**src/rtl/gne_pkg.sv**
```systemverilog
// ----------------------------------------------------------------------------
// gne_pkg
// Shared constants, types and neighbor helpers for the grid neighbor block.
// ----------------------------------------------------------------------------
package gne_pkg;

   localparam int GridSize   = 32;
   localparam int StoreDepth = 1024;
   localparam int NumCells   = GridSize * GridSize;

   localparam int NodeW    = 10;
   localparam int AddrW    = $clog2(StoreDepth);
   localparam int CellW    = 17;
   localparam int IdxW     = 12;
   localparam int CostW    = 16;
   localparam int DirW     = 3;
   localparam int NumDirs  = 8;
   localparam int CsrAddrW = 3;
   localparam int CsrDataW = 32;

   localparam logic CmdWrite = 1'b0;
   localparam logic CmdQuery = 1'b1;

   localparam logic [IdxW-1:0]  CenterOff    = IdxW'(GridSize + 1);
   localparam logic [CostW-1:0] StraightInit = CostW'(16);
   localparam logic [CostW-1:0] DiagonalInit = CostW'(23);
   localparam logic [DirW-1:0]  LastDir      = DirW'(NumDirs - 1);

   typedef enum logic {
      CsrStraightCost = 1'b0,
      CsrDiagonalCost = 1'b1
   } csr_index_type;

   typedef enum logic [1:0] {
      ScanClear,
      ScanIdle,
      ScanRead,
      ScanDone
   } scan_state_type;

   typedef struct packed {
      logic               valid;
      logic [NodeW-1:0]   node;
      logic [NumDirs-1:0] ok;
   } scan_result_type;

   // offset of a neighbor from the top-left corner of the 3x3 window
   function automatic logic [IdxW-1:0] neighbor_offset(input logic [DirW-1:0] dir);
      logic [IdxW-1:0] off;
      case (dir)
         3'd0: off = IdxW'(0);
         3'd1: off = IdxW'(1);
         3'd2: off = IdxW'(2);
         3'd3: off = IdxW'(GridSize);
         3'd4: off = IdxW'(GridSize + 2);
         3'd5: off = IdxW'(2 * GridSize);
         3'd6: off = IdxW'(2 * GridSize + 1);
         3'd7: off = IdxW'(2 * GridSize + 2);
         default: off = IdxW'(0);
      endcase
      return off;
   endfunction

   function automatic logic is_up(input logic [DirW-1:0] dir);
      return (dir == 3'd0) || (dir == 3'd1) || (dir == 3'd2);
   endfunction

   function automatic logic is_down(input logic [DirW-1:0] dir);
      return (dir == 3'd5) || (dir == 3'd6) || (dir == 3'd7);
   endfunction

   function automatic logic is_left(input logic [DirW-1:0] dir);
      return (dir == 3'd0) || (dir == 3'd3) || (dir == 3'd5);
   endfunction

   function automatic logic is_right(input logic [DirW-1:0] dir);
      return (dir == 3'd2) || (dir == 3'd4) || (dir == 3'd7);
   endfunction

   function automatic logic is_diag(input logic [DirW-1:0] dir);
      return (is_up(dir) || is_down(dir)) && (is_left(dir) || is_right(dir));
   endfunction

endpackage

```
**src/rtl/gne_if.sv**
```systemverilog
// ----------------------------------------------------------------------------
// gne_req_if / gne_rsp_if
// Valid/ready channels for grid commands and neighbor results.
// ----------------------------------------------------------------------------
interface gne_req_if;
   logic                      valid;
   logic                      ready;
   logic                      command;
   logic [gne_pkg::NodeW-1:0] node;
   logic                      blocked;

   modport source(output valid, command, node, blocked, input ready);
   modport sink(input valid, command, node, blocked, output ready);
endinterface

interface gne_rsp_if;
   logic                      valid;
   logic                      ready;
   logic [gne_pkg::DirW-1:0]  direction;
   logic                      valid_res;
   logic [gne_pkg::NodeW-1:0] to_node;
   logic [gne_pkg::CostW-1:0] step_cost;
   logic                      last;

   modport source(output valid, direction, valid_res, to_node, step_cost, last,
                  input ready);
   modport sink(input valid, direction, valid_res, to_node, step_cost, last,
                output ready);
endinterface

```
**src/rtl/gne_grid_scan.sv**
```systemverilog
// ----------------------------------------------------------------------------
// gne_grid_scan
// Occupancy memory with clearing pass, cell writes and 8-neighbor query scan.
// ----------------------------------------------------------------------------
module gne_grid_scan (
   input  logic                     clock,
   input  logic                     reset,
   gne_req_if.sink                  req_ch,
   output gne_pkg::scan_result_type result,
   input  logic                     result_take
);

   gne_pkg::scan_state_type state_ff, state_in;

   logic [gne_pkg::AddrW-1:0]   clr_addr_ff, clr_addr_in;
   logic [gne_pkg::DirW-1:0]    rd_dir_ff, rd_dir_in;
   logic [gne_pkg::NodeW-1:0]   node_ff;
   logic                        inside_ff;
   logic                        cap_valid_ff;
   logic [gne_pkg::DirW-1:0]    cap_dir_ff;
   logic                        cap_ok_ff;
   logic [gne_pkg::NumDirs-1:0] free_ff;

   logic                        mem_ff [gne_pkg::StoreDepth];
   logic                        mem_q_ff;
   logic                        mem_we;
   logic [gne_pkg::AddrW-1:0]   mem_addr;
   logic                        mem_wdata;

   logic                        accept;
   logic                        req_inside;
   logic                        req_stored;
   logic [gne_pkg::NodeW-1:0]   row;
   logic [gne_pkg::NodeW-1:0]   col;
   logic [gne_pkg::IdxW-1:0]    rd_idx;
   logic                        coord_ok;

   assign req_ch.ready = (state_ff == gne_pkg::ScanIdle);
   assign accept       = req_ch.valid && req_ch.ready;
   assign req_inside   = gne_pkg::CellW'(req_ch.node) < gne_pkg::CellW'(gne_pkg::NumCells);
   assign req_stored   = gne_pkg::CellW'(req_ch.node) < gne_pkg::CellW'(gne_pkg::StoreDepth);

   // neighbor coordinates of the query node
   assign row    = gne_pkg::NodeW'(node_ff / gne_pkg::GridSize);
   assign col    = gne_pkg::NodeW'(node_ff % gne_pkg::GridSize);
   assign rd_idx = gne_pkg::IdxW'(node_ff) + gne_pkg::neighbor_offset(rd_dir_ff)
                   - gne_pkg::CenterOff;

   always_comb begin
      coord_ok = inside_ff;
      if (gne_pkg::is_up(rd_dir_ff) && (row == '0)) begin
         coord_ok = 1'b0;
      end
      if (gne_pkg::is_down(rd_dir_ff) && (row == gne_pkg::NodeW'(gne_pkg::GridSize - 1))) begin
         coord_ok = 1'b0;
      end
      if (gne_pkg::is_left(rd_dir_ff) && (col == '0)) begin
         coord_ok = 1'b0;
      end
      if (gne_pkg::is_right(rd_dir_ff) && (col == gne_pkg::NodeW'(gne_pkg::GridSize - 1))) begin
         coord_ok = 1'b0;
      end
      // cells past the end of the store count as blocked
      if (rd_idx >= gne_pkg::IdxW'(gne_pkg::StoreDepth)) begin
         coord_ok = 1'b0;
      end
   end

   // single memory port: clear sweep, cell write or neighbor read
   always_comb begin
      mem_we    = 1'b0;
      mem_wdata = 1'b0;
      mem_addr  = req_ch.node[gne_pkg::AddrW-1:0];
      case (state_ff)
         gne_pkg::ScanClear: begin
            mem_we   = 1'b1;
            mem_addr = clr_addr_ff;
         end
         gne_pkg::ScanRead: begin
            mem_addr = rd_idx[gne_pkg::AddrW-1:0];
         end
         gne_pkg::ScanIdle: begin
            mem_we    = accept && (req_ch.command == gne_pkg::CmdWrite) && req_inside
                        && req_stored;
            mem_wdata = req_ch.blocked;
         end
         default: begin
            mem_we = 1'b0;
         end
      endcase
   end

   always_ff @(posedge clock) begin
      if (mem_we) begin
         mem_ff[mem_addr] <= mem_wdata;
      end
      mem_q_ff <= mem_ff[mem_addr];
   end

   always_comb begin
      state_in    = state_ff;
      clr_addr_in = clr_addr_ff;
      rd_dir_in   = rd_dir_ff;
      case (state_ff)
         gne_pkg::ScanClear: begin
            clr_addr_in = clr_addr_ff + 1'b1;
            if (clr_addr_ff == gne_pkg::AddrW'(gne_pkg::StoreDepth - 1)) begin
               state_in = gne_pkg::ScanIdle;
            end
         end
         gne_pkg::ScanIdle: begin
            rd_dir_in = '0;
            if (accept && (req_ch.command == gne_pkg::CmdQuery)) begin
               state_in = gne_pkg::ScanRead;
            end
         end
         gne_pkg::ScanRead: begin
            rd_dir_in = rd_dir_ff + 1'b1;
            if (rd_dir_ff == gne_pkg::LastDir) begin
               state_in = gne_pkg::ScanDone;
            end
         end
         gne_pkg::ScanDone: begin
            if (result_take) begin
               state_in = gne_pkg::ScanIdle;
            end
         end
         default: begin
            state_in = gne_pkg::ScanIdle;
         end
      endcase
   end

   always_ff @(posedge clock) begin
      if (reset) begin
         state_ff     <= gne_pkg::ScanClear;
         clr_addr_ff  <= '0;
         rd_dir_ff    <= '0;
         cap_valid_ff <= 1'b0;
      end else begin
         state_ff     <= state_in;
         clr_addr_ff  <= clr_addr_in;
         rd_dir_ff    <= rd_dir_in;
         cap_valid_ff <= (state_ff == gne_pkg::ScanRead);
      end
   end

   always_ff @(posedge clock) begin
      if (accept && (req_ch.command == gne_pkg::CmdQuery)) begin
         node_ff   <= req_ch.node;
         inside_ff <= req_inside;
      end
      cap_dir_ff <= rd_dir_ff;
      cap_ok_ff  <= coord_ok;
      // read data lands in the cycle after its address
      if (cap_valid_ff) begin
         free_ff[cap_dir_ff] <= cap_ok_ff && !mem_q_ff;
      end
   end

   // diagonals also need both orthogonal cells they pass between
   assign result.valid = (state_ff == gne_pkg::ScanDone) && !cap_valid_ff;
   assign result.node  = node_ff;
   assign result.ok[0] = free_ff[0] && free_ff[1] && free_ff[3];
   assign result.ok[1] = free_ff[1];
   assign result.ok[2] = free_ff[2] && free_ff[1] && free_ff[4];
   assign result.ok[3] = free_ff[3];
   assign result.ok[4] = free_ff[4];
   assign result.ok[5] = free_ff[5] && free_ff[6] && free_ff[3];
   assign result.ok[6] = free_ff[6];
   assign result.ok[7] = free_ff[7] && free_ff[6] && free_ff[4];

endmodule

```
**src/rtl/grid_neighbor_expansion.sv**
```systemverilog
// ----------------------------------------------------------------------------
// grid_neighbor_expansion
// Writes cells of an occupancy grid and expands a node into eight neighbors.
// A write is stored as it is accepted. A query reads its eight neighbor cells one
// per cycle from the single-port occupancy memory; the scan then hands its
// outcome to the result emitter and can take a new query while the eight
// results are emitted, emission overlapping the next scan.
// After reset a clearing pass frees every cell with req not ready;
// cost registers reset at once and take writes throughout.
// ----------------------------------------------------------------------------
module grid_neighbor_expansion (
   input  logic                         clock,
   input  logic                         reset,
   gne_req_if.sink                      req_ch,
   gne_rsp_if.source                    rsp_ch,
   input  logic                         psel,
   input  logic                         penable,
   input  logic                         pwrite,
   input  logic [gne_pkg::CsrAddrW-1:0] paddr,
   input  logic [gne_pkg::CsrDataW-1:0] pwdata,
   output logic [gne_pkg::CsrDataW-1:0] prdata,
   output logic                         pready
);

   logic [gne_pkg::CostW-1:0]   straight_ff, diagonal_ff;
   gne_pkg::csr_index_type      csr_index;
   logic                        csr_write;

   gne_pkg::scan_result_type    scan_result;
   logic                        scan_take;

   logic                        emit_busy_ff, emit_busy_in;
   logic [gne_pkg::DirW-1:0]    emit_dir_ff, emit_dir_in;
   logic [gne_pkg::NodeW-1:0]   emit_node_ff;
   logic [gne_pkg::NumDirs-1:0] emit_ok_ff;
   logic                        emit_load;
   logic                        emit_valid;
   logic [gne_pkg::IdxW-1:0]    emit_idx;

   logic                        rsp_valid_ff, rsp_valid_in;
   logic [gne_pkg::DirW-1:0]    rsp_dir_ff;
   logic                        rsp_ok_ff;
   logic [gne_pkg::NodeW-1:0]   rsp_node_ff;
   logic [gne_pkg::CostW-1:0]   rsp_cost_ff;
   logic                        rsp_last_ff;

   // configuration registers
   assign pready    = 1'b1;
   assign csr_index = gne_pkg::csr_index_type'(paddr[2]);
   assign csr_write = psel && penable && pwrite && pready;

   always_ff @(posedge clock) begin
      if (reset) begin
         straight_ff <= gne_pkg::StraightInit;
         diagonal_ff <= gne_pkg::DiagonalInit;
      end else if (csr_write) begin
         case (csr_index)
            gne_pkg::CsrStraightCost: straight_ff <= pwdata[gne_pkg::CostW-1:0];
            gne_pkg::CsrDiagonalCost: diagonal_ff <= pwdata[gne_pkg::CostW-1:0];
            default: straight_ff <= straight_ff;
         endcase
      end
   end

   always_comb begin
      case (csr_index)
         gne_pkg::CsrStraightCost: prdata = gne_pkg::CsrDataW'(straight_ff);
         gne_pkg::CsrDiagonalCost: prdata = gne_pkg::CsrDataW'(diagonal_ff);
         default: prdata = '0;
      endcase
   end

   gne_grid_scan u_scan (
      .clock       (clock),
      .reset       (reset),
      .req_ch      (req_ch),
      .result      (scan_result),
      .result_take (scan_take)
   );

   // result emitter: eight transfers from the latched scan outcome
   assign scan_take  = scan_result.valid && !emit_busy_ff;
   assign emit_load  = emit_busy_ff && (!rsp_valid_ff || rsp_ch.ready);
   assign emit_valid = emit_ok_ff[emit_dir_ff];
   assign emit_idx   = gne_pkg::IdxW'(emit_node_ff) + gne_pkg::neighbor_offset(emit_dir_ff)
                       - gne_pkg::CenterOff;

   always_comb begin
      emit_busy_in = emit_busy_ff;
      emit_dir_in  = emit_dir_ff;
      rsp_valid_in = rsp_valid_ff;
      if (rsp_ch.ready) begin
         rsp_valid_in = 1'b0;
      end
      if (scan_take) begin
         emit_busy_in = 1'b1;
         emit_dir_in  = '0;
      end else if (emit_load) begin
         emit_dir_in  = emit_dir_ff + 1'b1;
         rsp_valid_in = 1'b1;
         if (emit_dir_ff == gne_pkg::LastDir) begin
            emit_busy_in = 1'b0;
         end
      end
   end

   always_ff @(posedge clock) begin
      if (reset) begin
         emit_busy_ff <= 1'b0;
         emit_dir_ff  <= '0;
         rsp_valid_ff <= 1'b0;
      end else begin
         emit_busy_ff <= emit_busy_in;
         emit_dir_ff  <= emit_dir_in;
         rsp_valid_ff <= rsp_valid_in;
      end
   end

   always_ff @(posedge clock) begin
      if (scan_take) begin
         emit_node_ff <= scan_result.node;
         emit_ok_ff   <= scan_result.ok;
      end
      if (emit_load) begin
         rsp_dir_ff  <= emit_dir_ff;
         rsp_ok_ff   <= emit_valid;
         rsp_node_ff <= emit_valid ? emit_idx[gne_pkg::NodeW-1:0] : '0;
         rsp_last_ff <= (emit_dir_ff == gne_pkg::LastDir);
         if (!emit_valid) begin
            rsp_cost_ff <= '0;
         end else if (gne_pkg::is_diag(emit_dir_ff)) begin
            rsp_cost_ff <= diagonal_ff;
         end else begin
            rsp_cost_ff <= straight_ff;
         end
      end
   end

   assign rsp_ch.valid     = rsp_valid_ff;
   assign rsp_ch.direction = rsp_dir_ff;
   assign rsp_ch.valid_res = rsp_ok_ff;
   assign rsp_ch.to_node   = rsp_node_ff;
   assign rsp_ch.step_cost = rsp_cost_ff;
   assign rsp_ch.last      = rsp_last_ff;

endmodule

```
**src/flat_wrapper.sv**
```systemverilog
// flat-port wrapper written by rule: the top's interface ports become plain ports
module grid_neighbor_expansion_flat 
  (clock, reset, psel, penable, pwrite, paddr, pwdata, prdata, pready, req_ch_valid, req_ch_command, req_ch_node, req_ch_blocked, req_ch_ready, rsp_ch_valid, rsp_ch_direction, rsp_ch_valid_res, rsp_ch_to_node, rsp_ch_step_cost, rsp_ch_last, rsp_ch_ready);
  gne_req_if req_ch_i ();
  gne_rsp_if rsp_ch_i ();
  input  logic clock;
  input  logic reset;
  input  logic psel;
  input  logic penable;
  input  logic pwrite;
  input  logic [gne_pkg::CsrAddrW-1:0] paddr;
  input  logic [gne_pkg::CsrDataW-1:0] pwdata;
  output logic [gne_pkg::CsrDataW-1:0] prdata;
  output logic pready;
  input wire logic [$bits(req_ch_i.valid)-1:0] req_ch_valid;
  input wire logic [$bits(req_ch_i.command)-1:0] req_ch_command;
  input wire logic [$bits(req_ch_i.node)-1:0] req_ch_node;
  input wire logic [$bits(req_ch_i.blocked)-1:0] req_ch_blocked;
  output wire logic [$bits(req_ch_i.ready)-1:0] req_ch_ready;
  output wire logic [$bits(rsp_ch_i.valid)-1:0] rsp_ch_valid;
  output wire logic [$bits(rsp_ch_i.direction)-1:0] rsp_ch_direction;
  output wire logic [$bits(rsp_ch_i.valid_res)-1:0] rsp_ch_valid_res;
  output wire logic [$bits(rsp_ch_i.to_node)-1:0] rsp_ch_to_node;
  output wire logic [$bits(rsp_ch_i.step_cost)-1:0] rsp_ch_step_cost;
  output wire logic [$bits(rsp_ch_i.last)-1:0] rsp_ch_last;
  input wire logic [$bits(rsp_ch_i.ready)-1:0] rsp_ch_ready;
  assign req_ch_i.valid = req_ch_valid;
  assign req_ch_i.command = req_ch_command;
  assign req_ch_i.node = req_ch_node;
  assign req_ch_i.blocked = req_ch_blocked;
  assign req_ch_ready = req_ch_i.ready;
  assign rsp_ch_valid = rsp_ch_i.valid;
  assign rsp_ch_direction = rsp_ch_i.direction;
  assign rsp_ch_valid_res = rsp_ch_i.valid_res;
  assign rsp_ch_to_node = rsp_ch_i.to_node;
  assign rsp_ch_step_cost = rsp_ch_i.step_cost;
  assign rsp_ch_last = rsp_ch_i.last;
  assign rsp_ch_i.ready = rsp_ch_ready;
  grid_neighbor_expansion u_core (.clock(clock), .reset(reset), .req_ch(req_ch_i), .rsp_ch(rsp_ch_i), .psel(psel), .penable(penable), .pwrite(pwrite), .paddr(paddr), .pwdata(pwdata), .prdata(prdata), .pready(pready));
endmodule
```
**config.mk**
```make
export PLATFORM = sky130hd
export DESIGN_NAME = grid_neighbor_expansion_flat
export DESIGN_NICKNAME = d
export VERILOG_FILES = /design/src/rtl/gne_pkg.sv /design/src/rtl/gne_if.sv /design/src/rtl/gne_grid_scan.sv /design/src/rtl/grid_neighbor_expansion.sv /design/src/flat_wrapper.sv
export SDC_FILE = /design/constraint.sdc
export NUM_CORES = 2
export LEC_CHECK = 0
export BUFFER_PORTS_ARGS = -buffer_cell sky130_fd_sc_hd__buf_2
export CORE_ASPECT_RATIO = 1.25
export CORE_UTILIZATION = 25
export CTS_CLUSTER_DIAMETER = 200
export DETAILED_ROUTE_END_ITERATION = 7
export PLACE_DENSITY_LB_ADDON = 0.25
export REMOVE_ABC_BUFFERS = 1
export SETUP_SLACK_MARGIN = 0.3
export SYNTH_ARGS = -nofsm -noshare
export SYNTH_HDL_FRONTEND = slang
export SYNTH_HIERARCHICAL = 1
export SYNTH_SLANG_ARGS = --single-unit
```
**constraint.sdc**
```tcl
create_clock -name clock -period 26.5 [get_ports clock]
set_input_delay 5.3 -clock clock [delete_from_list [all_inputs] [get_ports clock]]
set_output_delay 5.3 -clock clock [all_outputs]
set_load 0.1 [all_outputs]
```
# Yosys cells after proc, flatten, opt, wreduce, memory -nomap -nowiden
# Memory sizes are Yosys's and may differ from the RTL's. A register that Yosys moved wholly into a read port is not among the register bits.
# Index checks and enable logic that the tools add are counted.
# totals
memories,3
romBits,64
output_inout_bits,66
elab_cells,148
reg_bits,124
ramBits,1024
# memory_table
memory,words,word_bits,rd,rd_ports_with_merged_regs,wr,line_no,rtl
u_core.u_scan.mem_ff,1024,1,1,1,1,gne_grid_scan.sv:24,logic mem_ff [gne_pkg::StoreDepth];
(name not given),8,4,1,1,0,gne_pkg.sv:50,case (dir)
(name not given),8,4,1,1,0,gne_pkg.sv:50,
# op_classes
reduce_logical,60
magnitude_cmp,4
n_eq_ne,24
addsub,7
bitwise_logic,2
mux,28
# ops
cell,count
$pmux W32 S2,1
$eq A3 B3 Y1 const B,8
$logic_and A1 B1 Y1,23
$logic_not A10 Y1,2
$pmux W10 S2,1
$logic_or A1 B1 Y1,19
$mux W16,1
$add A10 B12 Y12,1
$eq A3 B2 Y1 const B,4
$ge A12 B11 Y1 const B,1
$mux W3,4
$sub A12 B6 Y12 const B,1
$mux W1,11
$add A10 B1 Y10 const B,1
$add A10 B10 Y10,1
$eq A10 B10 Y1 const B,1
$eq A5 B5 Y1 const B,2
$sub A10 B6 Y10 const B,1
$bwmux W8,1
$lt A3 B4 Y1 const B,2
$mux W2,4
$pmux W2 S4,1
$add A3 B1 Y3 const B,2
$eq A3 B1 Y1 const B,2
other kinds (18),30

# Longest topological paths before layout
# depth
depth_word,6
ltp_mapped,20

# Modules after synthesis
# Netlist, hierarchy kept.
# modules_own_cells
mod,cells_each,area_each_um2,seq_area_each_um2,n_inst
gne_grid_scan,4660,48356.4,31790.5,1
grid_neighbor_expansion,402,4147.7,2292.2,1

# Worst setup path after synthesis
# Ideal clock, no wire load.
# synth_path
kind,input-to-reg
from,input req_ch_blocked
to,"memory u_core.u_scan.mem_ff[0], data pin"
path_stages,1
path_buffers,0
path_slack_ps,5689
t_arrival_ps,17946
required_time_ps,23635
setup_time_ps,2865
cell_sequence,and2_1
# synth_between
elab_chain_cells,1
# synth_lines
item,line_no,rtl
start: declaration,flat_wrapper.sv:18,input wire logic [$bits(req_ch_i.blocked)-1:0] req_ch_blocked;
$mux W1,gne_grid_scan.sv:74,case (state_ff)
end: declaration,gne_grid_scan.sv:24,
# Every way passes these cells.

# Worst setup path in the final report
# layout_path
from,input paddr[2] (netlist name)
to,output prdata[10] (netlist name)
# layout_between
elab_chain_cells,2
# layout_lines
item,line_no,rtl
start: declaration,flat_wrapper.sv:11,input logic [gne_pkg::CsrAddrW-1:0] paddr;
$not A1 Y1,grid_neighbor_expansion.sv:66,case (csr_index)
$pmux W32 S2 (*),grid_neighbor_expansion.sv:66,
end: declaration,flat_wrapper.sv:13,output logic [gne_pkg::CsrDataW-1:0] prdata;
# Every way passes the cells marked *; elsewhere a longest branch is shown, timed or not. The select of a mux whose other input is x is not followed.

==> results by group <==
Worst setup path
  • Cell repeated most along the worst path: buf_2
  • Kind of launch point of the worst setup path: input port
  • R2r startpoint: u_core/u_scan/state_ff[0]$_SDFFE_PP0P_
  • Arrival time at the worst endpoint: 6.41 ns
  • CP Max Fanout: 19
  • Worst Setup SP: paddr[2]
  • Worst Path Required: 21.20 ns
  • Cell breakdown of the critical path: buf_2 > mux2_2 > buf_2
  • Delay of the slowest critical-path stage: 0.41 ns
  • Capturing element type of the critical path: output port
  • Critical setup path kind: input port to output port
  • Critical-path cell with the highest stage delay: mux2_2

STA
  • Hold violation total from the final report: 0
  • Setup violations, final: 0
  • Worst-Margin Slew: 1.31 ns
  • Final period utilization: 44.2%
  • Highest attainable clock frequency: 85.4 MHz
  • Final Max Slew Viols: 0
  • Relative slew slack: 12.5%
  • Unrepaired setup endpoints after global routing: false
  • Final critical-path setup slack: 14.79 ns
  • Setup clock skew after layout: 0.0334 ns
  • Setup TNS: 0 ns
  • Minimum period implied by the final worst setup slack: 11.71 ns

Drt
  • Via count: 37700
  • Antenna viol nets, final: 0
  • Average vias per placed instance: 4.84
  • Routed Wire Length: 173000 microns
  • Post-detailed-route DRC marker count: 0
  • Initial DRC count: 3622
  • Iteration count of the initial detailed-routing pass: 5
  • WL/cell: 22.3 microns

Synth
  • #FFs+latches synth: 1157
  • Post-synthesis instance area: 52500 sq um
  • Fraction of synthesis flops using an asynchronous set or reset pin: 0%
  • Yosys warning count: 6
  • Mean instance size in the synthesized netlist: 10.4 sq um
  • Cell variety after synth: 76
  • Ys flop type: edfxtp_1
  • Proportion of synthesized chip area in sequential cells: 64.9%
  • Mapped Cells: 5062
  • Number of enable flip-flop cells after synthesis: 1091

Global route
  • Total routing resource utilization after global routing: 16.0%
  • Number of global-route vias before repair: 36400
  • Antenna violations before repair: 1
  • Overflow left after global routing: 0
  • First-pass GRT wire length: 252000 microns
  • Largest net degree at the start of global routing: 258

Floorplan
  • Die Footprint: 212000 sq um
  • Height of the die: 514 microns
  • Placeable core area: 208000 sq um
  • Starting Density: 25.2%
  • Floorplan die width: 412 microns
  • Row cnt: 187
  • Total I/O pin count: 120

Clock tree
  • Clock insertion delay at the later pin of the skew report: 0.77 ns
  • Total CTS buffers: 115
  • CTS sink cnt: 1157
  • CTS tree: built
  • Post-cts sizing count: 0
  • Root buffer cell: clkbuf_16
  • Deepest clock path buffer count: 3
  • Number of H-tree branching levels: 3
  • CTS clock-pin slew for the worst setup and hold paths: 0.06 ns
  • Hold buffer count at cts: 0
  • Post-CTS Repair Setup Buffers: 0

Power
  • Static Leak: 20.7 nW
  • Worst IR drop on VDD: 0.0499 mV
  • Cell Pwr Density: 64.5 nW/um^2

Placed design
  • Count of input and output buffers: 84
  • Half-perimeter wire length after placement: 92400 microns
  • Post-detailed-placement cell area: 55500 sq um
  • Final weighted congestion of routability-driven global placement: 0.772
  • Post-Place Setup Slack: 14.77 ns

Finish
  • Fraction of final layout cells sized beyond drive strength 1: 8.80%
  • Commonest non-fill, non-tap cells in the layout: 1108 x nand2_1, 1091 x edfxtp_1, 1087 x nor2_1, 449 x nand3_1, 123 x a21oi_1
  • Number of nets in the layout: 5059
  • Post-Layout Inst Area: 59200 sq um
  • Most common library cell in the layout ignoring fill and taps: nand2_1
  • Area added between synthesis and finish: 12.7%

Worst hold path
  • Startpoint of the most critical hold path: u_core/u_scan/rd_dir_ff[1]$_SDFFE_PP0N_
  • Worst hold path class: flop to flop

Flow run
  • Count of maximum capacitance violations: 0

Run status
  • Run status: completed
[kinds of logic (layout without fill, tap and decap cells)]
logic type	after synthesis	after routing	share of synthesized area, %
xor gates and xnor gates	18	18	0.300
adders and majority gates	57	57	1.39
other	2	18	0.0143
muxes	89	89	1.85
and+or+nand+nor	2865	2865	22.5
AOI/OAI and AO/OA	376	376	4.79
buffers and inverters	498	467	4.25
DFF	1157	1157	64.9
[cell type report]
class / count / area [sq um]
antenna: 1 / 2.50
inverter: 58 / 218
multi-input combinational: 3422 / 16500
tap: 2740 / 3430
clock inverter: 61 / 512
sequential: 1157 / 34100
fill: 21900 / 149000
clock buffer: 154 / 3140
timing repair buffer: 194 / 1320
[cell usage after synthesis, drive strengths merged, types with 6 or more instances]
library cell  count  area share, %
nand2          1141            8.2
a311oi           27           0.45
nand3b           10           0.14
o211ai           12           0.17
dfxtp            66            2.5
nor2b            18           0.21
and2             10           0.12
clkbuf          131           0.94
a31oi            62           0.74
inv              58           0.41
o31ai             6          0.086
nand2b            9           0.11
ha               55            1.3
xor2             10           0.17
nor2           1093            7.8
and3             68           0.81
mux2             23           0.49
o21ai            42           0.40
a21o              9           0.13
a211oi           14           0.20
a32oi            19           0.32
nand3           450            4.3
edfxtp         1091             62
nor3             15           0.19
buf             309            2.9
xnor2             8           0.13
a21oi           124            1.2
nand4            33           0.39
mux2i            62            1.2
[layer usage]
| layer | up-vias | GRT usage, % | wire (microns) |
|---|---|---|---|
| li1 | 17100 | - | - |
| met1 | 19300 | 20.0 | 71700 |
| met2 | 1007 | 29.1 | 89200 |
| met3 | 212 | 1.58 | 8170 |
| met4 | 0 | 4.68 | 4240 |
| met5 | - | 0 | 0 |
[report_power, final]
| group | internal [mW] | total (mW) | switching, mW |
|---|---|---|---|
| clock | 0.906 | 1.63 | 0.724 |
| combinational | 0.0446 | 0.210 | 0.166 |
| sequential | 1.97 | 1.97 | 0.00221 |
| total | 2.92 | 3.81 | 0.892 |
[sequential cells by signal, summed over array words and instances, names as in the netlist, named ones only]
name / cells
u_core/u_scan/rd_dir_ff: 3
u_core/emit_node_ff: 10
u_core/emit_dir_ff: 3
u_core/u_scan/clr_addr_ff: 10
u_core/straight_ff: 16
u_core/emit_busy_ff: 1
u_core/u_scan/cap_ok_ff: 1
u_core/rsp_ch.step_cost: 16
u_core/u_scan/node_ff: 10
u_core/u_scan/mem_ff: 1024
u_core/rsp_ch.direction: 3
u_core/u_scan/free_ff: 8
u_core/emit_ok_ff: 8
u_core/rsp_ch.valid_res: 1
u_core/u_scan/cap_dir_ff: 3
u_core/diagonal_ff: 16
u_core/u_scan/cap_valid_ff: 1
u_core/u_scan/state_ff: 2
u_core/rsp_ch.valid: 1
u_core/rsp_ch.last: 1
u_core/rsp_ch.to_node: 10
u_core/u_scan/mem_q_ff: 1
[path summary, 6_finish.rpt]
kind / slack (ns) / endpoint / depth (start not counted)
max: 14.79 / prdata[10] / 3
min reg2reg: 0.45 / u_core/u_scan/cap_dir_ff[1]$_DFF_P_ / 0
max reg2reg: 20.66 / u_core/u_scan/mem_q_ff$_DFF_P_ / 17
min: 0.45 / u_core/u_scan/cap_dir_ff[1]$_DFF_P_ / 0
[metrics by stage]
stage	utilization, %	cells	hold WS (ns)	power [mW]
6_report	28.4	7787	0.445	3.81
2_1_floorplan	-	4637	0.383	2.15
5_1_grt	28.4	7787	0.476	3.92
3_5_place_dp	26.7	7571	0.433	2.22
3_3_place_gp	26.7	7571	0.437	2.22
4_1_cts	28.4	7786	0.452	3.85
[worst max-delay path: cells and delay by family]
| kind | cells | cell delay (ns) |
|---|---|---|
| buffers and inverters | 2 | 0.69 |
| muxes | 1 | 0.41 |
No activity file was read; power rests on OpenSTA's default activity.
